### src/hdl/breath_flow_monitor_defines.svh
// ----------------------------------------------------------------------------
// Breath flow monitor assertion macros
// Concurrent assertion helpers, clocked on clk_i and disabled in reset.
// ----------------------------------------------------------------------------
`ifndef BREATH_FLOW_MONITOR_DEFINES_SVH
`define BREATH_FLOW_MONITOR_DEFINES_SVH

`ifndef SYNTHESIS
// same-cycle implication
`define BFM_ASSERT_IMP(lbl, ante, cons, msg) \
  lbl: assert property (@(posedge clk_i) disable iff (!rst_ni) (ante) |-> (cons)) \
    else $error(msg);
// next-cycle implication
`define BFM_ASSERT_NXT(lbl, ante, cons, msg) \
  lbl: assert property (@(posedge clk_i) disable iff (!rst_ni) (ante) |=> (cons)) \
    else $error(msg);
`else
`define BFM_ASSERT_IMP(lbl, ante, cons, msg)
`define BFM_ASSERT_NXT(lbl, ante, cons, msg)
`endif

`endif

### src/hdl/bfm_pkg.sv
// ----------------------------------------------------------------------------
// Breath flow monitor package
// Shared types, register indexes and constants.
// ----------------------------------------------------------------------------
package bfm_pkg;

  // configuration register indexes
  localparam logic [2:0] RegFlowLow  = 3'd0;
  localparam logic [2:0] RegFlowHigh = 3'd1;
  localparam logic [2:0] RegUnderLim = 3'd2;
  localparam logic [2:0] RegVolScale = 3'd3;
  localparam logic [2:0] RegMvLow    = 3'd4;
  localparam logic [2:0] RegMvHigh   = 3'd5;

  localparam int unsigned CfgIdxW  = 3;
  localparam int unsigned CfgDataW = 20;

  // reset values
  localparam logic signed [15:0] FlowLowRst  = 16'sd16;
  localparam logic signed [15:0] FlowHighRst = 16'sd160;
  localparam logic [7:0]         UnderLimRst = 8'd10;
  localparam logic [19:0]        VolScaleRst = 20'd33098;
  localparam logic [15:0]        MvLowRst    = 16'd500;
  localparam logic [15:0]        MvHighRst   = 16'd800;

  // rate = (60000 << 8) / dt, restoring divider
  localparam int unsigned         DivW     = 24;
  localparam logic [DivW-1:0]     RateNum  = 24'd15360000;
  localparam int unsigned         DivSteps = DivW;
  localparam int unsigned         DivCntW  = $clog2(DivSteps);

  // x / 5 for x < 2**23 as (x * ceil(2**25 / 5)) >> 25
  localparam int unsigned  MvShift = 25;
  localparam logic [22:0]  MvRecip = 23'd6710887;

  localparam logic [15:0]  Sat16   = 16'hFFFF;
  localparam logic [7:0]   CntMax  = 8'hFF;

  typedef struct packed {
    logic load;
    logic eval;
    logic acc;
    logic div_step;
    logic rate;
    logic mul1;
    logic mul2;
    logic mvchk;
    logic out_load;
  } cmd_t;

  typedef struct packed {
    logic start;
  } status_t;

endpackage

### src/hdl/bfm_ctrl.sv
// ----------------------------------------------------------------------------
// Breath flow monitor controller
// Sequences one sample through the datapath and owns both handshakes.
// ----------------------------------------------------------------------------
module bfm_ctrl (
  input  logic             clk_i,
  input  logic             rst_ni,
  input  logic             in_valid_i,
  output logic             in_ready_o,
  output logic             out_valid_o,
  input  logic             out_ready_i,
  input  bfm_pkg::status_t status_i,
  output bfm_pkg::cmd_t    cmd_o
);
  import bfm_pkg::*;

  typedef enum logic [8:0] {
    StIdle  = 9'b000000001,
    StEval  = 9'b000000010,
    StAcc   = 9'b000000100,
    StDiv   = 9'b000001000,
    StRate  = 9'b000010000,
    StMul1  = 9'b000100000,
    StMul2  = 9'b001000000,
    StMvChk = 9'b010000000,
    StOut   = 9'b100000000
  } state_e;

  state_e               state_q, state_d;
  logic [DivCntW-1:0]   cnt_q, cnt_d;
  logic                 ovalid_q, ovalid_d;
  logic                 slot_free;

  assign slot_free   = !ovalid_q || out_ready_i;
  assign in_ready_o  = (state_q == StIdle);
  assign out_valid_o = ovalid_q;

  always_comb begin
    state_d  = state_q;
    cnt_d    = cnt_q;
    ovalid_d = ovalid_q;
    cmd_o    = '0;
    if (ovalid_q && out_ready_i) begin
      ovalid_d = 1'b0;
    end
    case (state_q)
      StIdle: begin
        if (in_valid_i) begin
          cmd_o.load = 1'b1;
          state_d    = StEval;
        end
      end
      StEval: begin
        cmd_o.eval = 1'b1;
        state_d    = StAcc;
      end
      StAcc: begin
        cmd_o.acc = 1'b1;
        cnt_d     = '0;
        state_d   = status_i.start ? StDiv : StOut;
      end
      StDiv: begin
        cmd_o.div_step = 1'b1;
        cnt_d          = cnt_q + 1'b1;
        if (cnt_q == DivCntW'(DivSteps - 1)) begin
          state_d = StRate;
        end
      end
      StRate: begin
        cmd_o.rate = 1'b1;
        state_d    = StMul1;
      end
      StMul1: begin
        cmd_o.mul1 = 1'b1;
        state_d    = StMul2;
      end
      StMul2: begin
        cmd_o.mul2 = 1'b1;
        state_d    = StMvChk;
      end
      StMvChk: begin
        cmd_o.mvchk = 1'b1;
        state_d     = StOut;
      end
      StOut: begin
        if (slot_free) begin
          cmd_o.out_load = 1'b1;
          ovalid_d       = 1'b1;
          state_d        = StIdle;
        end
      end
      default: begin
        state_d = StIdle;
      end
    endcase
  end

  always_ff @(posedge clk_i or negedge rst_ni) begin
    if (!rst_ni) begin
      state_q  <= StIdle;
      cnt_q    <= '0;
      ovalid_q <= 1'b0;
    end else begin
      state_q  <= state_d;
      cnt_q    <= cnt_d;
      ovalid_q <= ovalid_d;
    end
  end

endmodule

### src/hdl/bfm_datapath.sv
// ----------------------------------------------------------------------------
// Breath flow monitor datapath
// Configuration, breath state, volume integrator, rate divider and
// minute volume check.
// ----------------------------------------------------------------------------
module bfm_datapath (
  input  logic                             clk_i,
  input  logic                             rst_ni,
  input  logic                             cfg_we_i,
  input  logic [bfm_pkg::CfgIdxW-1:0]      cfg_idx_i,
  input  logic [bfm_pkg::CfgDataW-1:0]     cfg_wdata_i,
  input  logic signed [15:0]               flow_sample_i,
  input  logic [31:0]                      timestamp_ms_i,
  input  bfm_pkg::cmd_t                    cmd_i,
  output bfm_pkg::status_t                 status_o,
  output logic [15:0]                      vol_ml_o,
  output logic [15:0]                      tidal_ml_o,
  output logic                             tidal_captured_o,
  output logic                             breath_start_o,
  output logic [15:0]                      rate_q8_o,
  output logic [15:0]                      minute_volume_cl_o,
  output logic                             volume_alarm_o
);
  import bfm_pkg::*;

  // configuration
  logic signed [15:0] lo_q, hi_q;
  logic [7:0]         lim_q;
  logic [19:0]        scale_q;
  logic [15:0]        mvlo_q, mvhi_q;

  // breath state
  logic [31:0]        acc_q;
  logic [15:0]        tidal_q;
  logic [7:0]         cnt_q;
  logic               armed_q;
  logic [31:0]        last_q;
  logic [15:0]        rate_q;
  logic [15:0]        mv_q;
  logic               alarm_q;

  // per-sample working registers
  logic signed [15:0] flow_q;
  logic [31:0]        time_q;
  logic signed [36:0] prod_q;
  logic               cap_q, start_q;
  logic [31:0]        dt_q;
  logic [31:0]        rem_q;
  logic [DivW-1:0]    dvd_q;
  logic [31:0]        mvp_q;
  logic [45:0]        rcp_q;

  // evaluation
  logic               inc, cap, armed_mid, hi_hit, start;
  logic [7:0]         cnt_inc;
  logic signed [36:0] prod_c;
  logic signed [32:0] delta;
  logic signed [33:0] sum;
  logic [31:0]        acc_new;
  logic [32:0]        trial, diff;
  logic               ge;
  logic [20:0]        mv_wide;
  logic [15:0]        mv_sat;

  assign inc       = armed_q && (flow_q < lo_q) && (cnt_q != CntMax);
  assign cnt_inc   = cnt_q + {7'd0, inc};
  assign cap       = armed_q && (cnt_inc > lim_q);
  assign armed_mid = armed_q && !cap;
  assign hi_hit    = flow_q > hi_q;
  assign start     = hi_hit && !armed_mid;

  assign prod_c = 37'(flow_q) * 37'(signed'({1'b0, scale_q}));
  assign delta  = prod_q[36:4];
  assign sum    = signed'({2'b00, acc_q}) + 34'(delta);

  always_comb begin
    if (sum[33]) begin
      acc_new = '0;
    end else if (sum[32]) begin
      acc_new = 32'hFFFF_FFFF;
    end else begin
      acc_new = sum[31:0];
    end
  end

  assign trial = {rem_q, dvd_q[DivW-1]};
  assign diff  = trial - {1'b0, dt_q};
  assign ge    = trial >= {1'b0, dt_q};

  assign mv_wide = rcp_q[45:MvShift];
  assign mv_sat  = (|mv_wide[20:16]) ? Sat16 : mv_wide[15:0];

  assign status_o.start = start_q;

  always_ff @(posedge clk_i or negedge rst_ni) begin
    if (!rst_ni) begin
      lo_q    <= FlowLowRst;
      hi_q    <= FlowHighRst;
      lim_q   <= UnderLimRst;
      scale_q <= VolScaleRst;
      mvlo_q  <= MvLowRst;
      mvhi_q  <= MvHighRst;
    end else if (cfg_we_i) begin
      case (cfg_idx_i)
        RegFlowLow:  lo_q    <= signed'(cfg_wdata_i[15:0]);
        RegFlowHigh: hi_q    <= signed'(cfg_wdata_i[15:0]);
        RegUnderLim: lim_q   <= cfg_wdata_i[7:0];
        RegVolScale: scale_q <= cfg_wdata_i;
        RegMvLow:    mvlo_q  <= cfg_wdata_i[15:0];
        RegMvHigh:   mvhi_q  <= cfg_wdata_i[15:0];
        default: begin
        end
      endcase
    end
  end

  always_ff @(posedge clk_i or negedge rst_ni) begin
    if (!rst_ni) begin
      acc_q   <= '0;
      tidal_q <= '0;
      cnt_q   <= '0;
      armed_q <= 1'b0;
      last_q  <= '0;
      rate_q  <= '0;
      mv_q    <= '0;
      alarm_q <= 1'b0;
      start_q <= 1'b0;
    end else begin
      if (cmd_i.eval) begin
        start_q <= start;
        armed_q <= armed_mid || hi_hit;
        if (cap) begin
          cnt_q   <= '0;
          tidal_q <= acc_q[31:16];
          acc_q   <= '0;
        end else begin
          cnt_q   <= cnt_inc;
        end
        if (start) begin
          last_q <= time_q;
        end
      end
      if (cmd_i.acc) begin
        acc_q <= acc_new;
      end
      if (cmd_i.rate) begin
        rate_q <= (|dvd_q[DivW-1:16]) ? Sat16 : dvd_q[15:0];
      end
      if (cmd_i.mvchk) begin
        mv_q    <= mv_sat;
        alarm_q <= !((mv_sat > mvlo_q) && (mv_sat < mvhi_q));
      end
    end
  end

  // payload registers, no reset
  always_ff @(posedge clk_i) begin
    if (cmd_i.load) begin
      flow_q <= flow_sample_i;
      time_q <= timestamp_ms_i;
    end
    if (cmd_i.eval) begin
      prod_q <= prod_c;
      cap_q  <= cap;
      dt_q   <= time_q - last_q;
      rem_q  <= '0;
      dvd_q  <= RateNum;
    end
    if (cmd_i.div_step) begin
      rem_q <= ge ? diff[31:0] : trial[31:0];
      dvd_q <= {dvd_q[DivW-2:0], ge};
    end
    if (cmd_i.mul1) begin
      mvp_q <= 32'(rate_q) * 32'(tidal_q);
    end
    if (cmd_i.mul2) begin
      rcp_q <= 46'(mvp_q[31:9]) * 46'(MvRecip);
    end
    if (cmd_i.out_load) begin
      vol_ml_o           <= acc_q[31:16];
      tidal_ml_o         <= tidal_q;
      tidal_captured_o   <= cap_q;
      breath_start_o     <= start_q;
      rate_q8_o          <= rate_q;
      minute_volume_cl_o <= mv_q;
      volume_alarm_o     <= alarm_q;
    end
  end

endmodule

### src/hdl/breath_flow_monitor.sv
// ----------------------------------------------------------------------------
// Breath flow monitor
// Expired volume integrator, breath detector, rate and minute volume alarm.
// ----------------------------------------------------------------------------
// One result per flow sample. A sample that does not start a breath passes
// through load, evaluation, accumulation and output; a breath start also
// passes through the divider and the later steps before output: the rate is
// worked out by a 24-step restoring divider, one quotient bit per cycle, then
// saturated, followed by two registered multiplies for the minute volume and
// the alarm check. One sample is in flight at a time; the next is taken as
// soon as the previous result sits in the output register. A result left
// waiting there holds the following sample in its last cycle until the
// output beat is taken.
`include "breath_flow_monitor_defines.svh"

module breath_flow_monitor (
  input  logic                         clk_i,
  input  logic                         rst_ni,
  input  logic                         cfg_we_i,
  input  logic [bfm_pkg::CfgIdxW-1:0]  cfg_idx_i,
  input  logic [bfm_pkg::CfgDataW-1:0] cfg_wdata_i,
  input  logic                         in_valid_i,
  output logic                         in_ready_o,
  input  logic signed [15:0]           flow_sample_i,
  input  logic [31:0]                  timestamp_ms_i,
  output logic                         out_valid_o,
  input  logic                         out_ready_i,
  output logic [15:0]                  vol_ml_o,
  output logic [15:0]                  tidal_ml_o,
  output logic                         tidal_captured_o,
  output logic                         breath_start_o,
  output logic [15:0]                  rate_q8_o,
  output logic [15:0]                  minute_volume_cl_o,
  output logic                         volume_alarm_o
);
  import bfm_pkg::*;

  cmd_t    cmd;
  status_t status;
  logic    cap_beat;
  logic    start_no_alarm;

  bfm_ctrl u_ctrl (
    .clk_i       (clk_i),
    .rst_ni      (rst_ni),
    .in_valid_i  (in_valid_i),
    .in_ready_o  (in_ready_o),
    .out_valid_o (out_valid_o),
    .out_ready_i (out_ready_i),
    .status_i    (status),
    .cmd_o       (cmd)
  );

  bfm_datapath u_dp (
    .clk_i              (clk_i),
    .rst_ni             (rst_ni),
    .cfg_we_i           (cfg_we_i),
    .cfg_idx_i          (cfg_idx_i),
    .cfg_wdata_i        (cfg_wdata_i),
    .flow_sample_i      (flow_sample_i),
    .timestamp_ms_i     (timestamp_ms_i),
    .cmd_i              (cmd),
    .status_o           (status),
    .vol_ml_o           (vol_ml_o),
    .tidal_ml_o         (tidal_ml_o),
    .tidal_captured_o   (tidal_captured_o),
    .breath_start_o     (breath_start_o),
    .rate_q8_o          (rate_q8_o),
    .minute_volume_cl_o (minute_volume_cl_o),
    .volume_alarm_o     (volume_alarm_o)
  );

  assign cap_beat       = out_valid_o && tidal_captured_o;
  assign start_no_alarm = out_valid_o && breath_start_o && !volume_alarm_o;

  // one sample in flight: an accepted beat closes the input until its result
  `BFM_ASSERT_NXT(a_single_item, in_valid_i && in_ready_o, !in_ready_o, "second beat taken early")
  // volume was cleared on capture, so at most one sample's worth remains
  `BFM_ASSERT_IMP(a_capture_clears, cap_beat, !vol_ml_o[15], "volume not cleared on capture")
  // no alarm means minute volume lies above a non-negative limit
  `BFM_ASSERT_IMP(a_alarm_mv, start_no_alarm, minute_volume_cl_o != 16'd0, "alarm clear, mv zero")

endmodule
### config.mk
export PLATFORM = sky130hd
export DESIGN_NAME = breath_flow_monitor
export DESIGN_NICKNAME = d
export VERILOG_FILES = /design/src/hdl/bfm_pkg.sv /design/src/hdl/bfm_ctrl.sv /design/src/hdl/bfm_datapath.sv /design/src/hdl/breath_flow_monitor.sv
export VERILOG_INCLUDE_DIRS = /design/src /design/src/hdl
export SDC_FILE = /design/constraint.sdc
export NUM_CORES = 2
export LEC_CHECK = 0
export BUFFER_PORTS_ARGS = -buffer_cell sky130_fd_sc_hd__buf_4
export CORE_MARGIN = 4
export CORE_UTILIZATION = 60
export CTS_BUF_LIST = sky130_fd_sc_hd__clkbuf_4 sky130_fd_sc_hd__clkbuf_8
export DETAILED_ROUTE_END_ITERATION = 10
export GPL_ROUTABILITY_DRIVEN = 0
export GPL_TIMING_DRIVEN = 0
export PLACE_DENSITY_LB_ADDON = 0.3
export REMOVE_ABC_BUFFERS = 1
export SLEW_MARGIN = 0
export SYNTH_ARGS = -nofsm -noshare
export SYNTH_HDL_FRONTEND = slang
export SYNTH_SLANG_ARGS = --single-unit
### constraint.sdc
create_clock -name clk_i -period 12.3 [get_ports clk_i]
set_clock_uncertainty 0.2 [all_clocks]
set_input_delay 1.845 -clock clk_i [delete_from_list [all_inputs] [get_ports clk_i]]
set_output_delay 1.845 -clock clk_i [all_outputs]
set_load 0.05 [all_outputs]
==> results.py <==
metrics = {
    "sta": {
        "max_slew.worst_pin.slew_ns": 1.26,
        "slew_violations": 0,
        "finalHoldViolCount": 0,
        "setup_tns_ns": 0,
        "post-route-min-period_ns": 7.75,
        "setup_viol": 0,
        "finalCritPeriodShare_pct": 63.0,
        "max_freq_mhz": 129,
        "rsz0062_at_grt": "false",
        "slew-limit-headroom_pct": 16.0,
    },
    "logic_synthesis": {
        "synth_edf_count": 281,
        "synth-main-ff-cell": "edfxtp_1",
        "synthTopCellsByArea": "fa_1 (25%), edfxtp_1 (16%), ha_1 (15%)",
        "synth_compound_area_share_pct": 7.94,
        "synth_mux_area_share_pct": 2.70,
        "synth-adder-area-share_pct": 39.3,
        "syn_area_sq_um": 52600,
        "synth.top_cells.by_count": "inv_1 (1068), fa_1 (652), ha_1 (611)",
        "yosys.area_share.simple_pct": 11.4,
        "synth_top_family_by_area": "adder cells",
        "synth_top_area_share_pct": 24.8,
        "ys_seq_area_share_pct": 27.0,
        "yosysWarningCount": 0,
        "syn_inst": 5178,
        "yosysTopAreaCell": "fa_1",
        "synth_xor_area_share_pct": 2.80,
        "synth.most_common_cell": "inv_1",
        "ys_seq_elements": 511,
        "syn_area_per_cell_sq_um": 10.2,
        "ys_types": 88,
        "async_reset_ff_share_pct": 45.0,
    },
    "clock_tree": {
        "insertion_delay_ns": 0.73,
        "post_cts_buffers": 0,
        "clkTransAtPathRegs_ns": 0.06,
        "ctsResizeCount": 0,
        "clk_path_buf_depth": 3,
        "h-tree-depth": 3,
        "cts_sinks": 511,
        "cts_tree": "done",
        "cts_buffers": 87,
        "cts_hold_buf": 0,
        "cts-root-buf": "clkbuf_8",
    },
    "grt": {
        "grt_first_pass_wirelength_microns": 195000,
        "grt_max_degree": 116,
        "track_usage_pct": 26.0,
        "overflow": 0,
        "antenna_found_initial": 1,
        "grt_pass1_vias": 38600,
    },
    "worst_setup_path": {
        "cp-start-kind": "register",
        "cp_slowest_stage_delay_ns": 0.60,
        "critical_path_class": "reg -> reg",
        "crit_cells": 24,
        "endpoint_kind": "register",
        "cp_data_arrival_time_ns": 8.01,
        "crit_chain": "ha_1 -> inv_1 -> fa_1 -> inv_1 -> fa_1 -> fa_1 -> inv_1 -> fa_1 -> inv_1 -> fa_1 -> inv_1 -> fa_1 -> inv_1 -> ha_1 -> a222oi_1 -> nand2_1 -> a41oi_1 -> o2111ai_1 -> a21oi_1 -> o21ai_1 -> a22oi_1 -> o21ai_0 -> a21oi_1 -> xnor2_1",
        "worst_r2r_path_depth": 24,
        "slowest_stage": "edfxtp_1",
        "worst_ep_required_time_ns": 12.56,
        "cp_top_family": "adder cells",
        "critPathMaxFanout": 5,
        "path_buf_inv": 6,
    },
    "floorplanning": {
        "die_w_microns": 304,
        "boundaryPins": 145,
        "fp.dieH_microns": 304,
        "start_util_pct": 60.6,
        "core_sq_um": 86900,
        "fp-row-count": 108,
        "die_area_sq_um": 92500,
    },
    "final_layout": {
        "finalInstanceArea_sq_um": 57000,
        "drive_gt1_share_pct": 9.52,
        "final_nets": 6634,
        "area_growth_pct": 8.36,
        "postLayoutCoreUtil_pct": 65.6,
        "fin_cells": 6526,
    },
    "route": {
        "route.detailed.drc": 0,
        "route.vias.total": 36400,
        "first_pass_iters": 6,
        "antenna_left": 0,
        "wl_per_cell_microns": 18.0,
        "routed_via_density": 5.57,
        "drt-total-wl_microns": 118000,
        "drt_iter0_markers": 2158,
    },
    "flow_run": {
        "max-cap-violations": 0,
    },
    "placement": {
        "dpl_cell_area_sq_um": 55000,
        "placedCellCount": 6360,
        "portBuffers": 144,
        "dp.final_hpwl_microns": 90000,
    },
    "worst_hold_path": {
        "hold-path-cell-count": 0,
        "hold_path.class": "reg -> reg",
    },
    "run_status": {
        "status": "completed",
    },
}
==> cells by family after synthesis <==
logic type / count (synthesis)
simple gates: 1245
xor+xnor: 168
buf+inv: 1215
flops: 511
fa+ha+maj: 1263
compound gates: 647
mux: 129
==> final timing paths <==
check,startpoint,endpoint,slack [ns]
worst min-delay path,u_dp.mv_q[15],u_dp.minute_volume_cl_o[15],0.25
worst min register to register,u_dp.mv_q[15],u_dp.minute_volume_cl_o[15],0.25
min in group asynchronous,rst_ni,u_dp.scale_q[16],0.74
max in group asynchronous,rst_ni,u_dp.last_q[28],9.79
worst max register to register,u_dp.mvp_q[22],u_dp.rcp_q[44],4.55
worst max-delay path,u_dp.mvp_q[22],u_dp.rcp_q[44],4.55
==> registers in the layout, summed over array words and instances (netlist names), 20 cells and up <==
register,count
u_dp.acc_q,32
u_dp.prod_q,33
u_dp.mvp_q,23
u_dp.dt_q,32
u_dp.last_q,32
u_dp.scale_q,20
u_dp.rcp_q,21
u_dp.time_q,32
u_dp.dvd_q,24
u_dp.rem_q,32
==> area by class of cell <==
class                           count  area (sq um)
Timing Repair Buffer              174          1520
Clock buffer                      133          1610
Sequential cell                   511         14200
Inverter                         1069          4010
Fill cell                        6773         29900
Multi-Input combinational cell   3452         33900
Tap cell                         1155          1450
Antenna cell                        1          2.50
Clock inverter                     31           357
==> through the flow <==
stage | hold WS, ns | worst slack (ns)
after floorplan | 0.200 | 5.69
after global placement | 0.228 | 3.29
after detailed placement | 0.228 | 4.60
after CTS | 0.245 | 4.53
after global routing | 0.246 | 4.02
final | 0.245 | 4.55
==> layer usage <==
| layer | track usage, % | wire length [microns] |
|---|---|---|
| met1 | 34.2 | 49600 |
| met2 | 43.6 | 56600 |
| met3 | 4.36 | 6630 |
| met4 | 10.1 | 4690 |
| met5 | 0 | 0 |
==> worst register-to-register path: stages (launching register included) <==
cell	delay, ns
edfxtp_1	0.60
ha_1	0.49
inv_1	0.11
fa_1	0.49
inv_1	0.05
fa_1	0.43
fa_1	0.55
inv_1	0.05
fa_1	0.55
inv_1	0.05
fa_1	0.48
inv_1	0.05
fa_1	0.47
inv_1	0.05
ha_1	0.36
a222oi_1	0.35
nand2_1	0.08
a41oi_1	0.23
o2111ai_1	0.26
a21oi_1	0.36
o21ai_1	0.25
a22oi_1	0.44
o21ai_0	0.23
a21oi_1	0.23
xnor2_1	0.09
==> placed cells by master (no fill, tap or decap), drive strengths merged, types with 46 or more instances in the layout <==
cell type and n:
nor2 179, xor2 46, a21oi 161, o21ai 173
nand3 53, clkbuf 133, xnor2 122, fa 652
dfrtp 210, nand2 529, buf 174, mux2 102
edfxtp 281, inv 1071, ha 611, and2 241
a21o 119
Power is not shown: default switching activity piles up to over one toggle a cycle in this logic, so the estimate is an artifact.
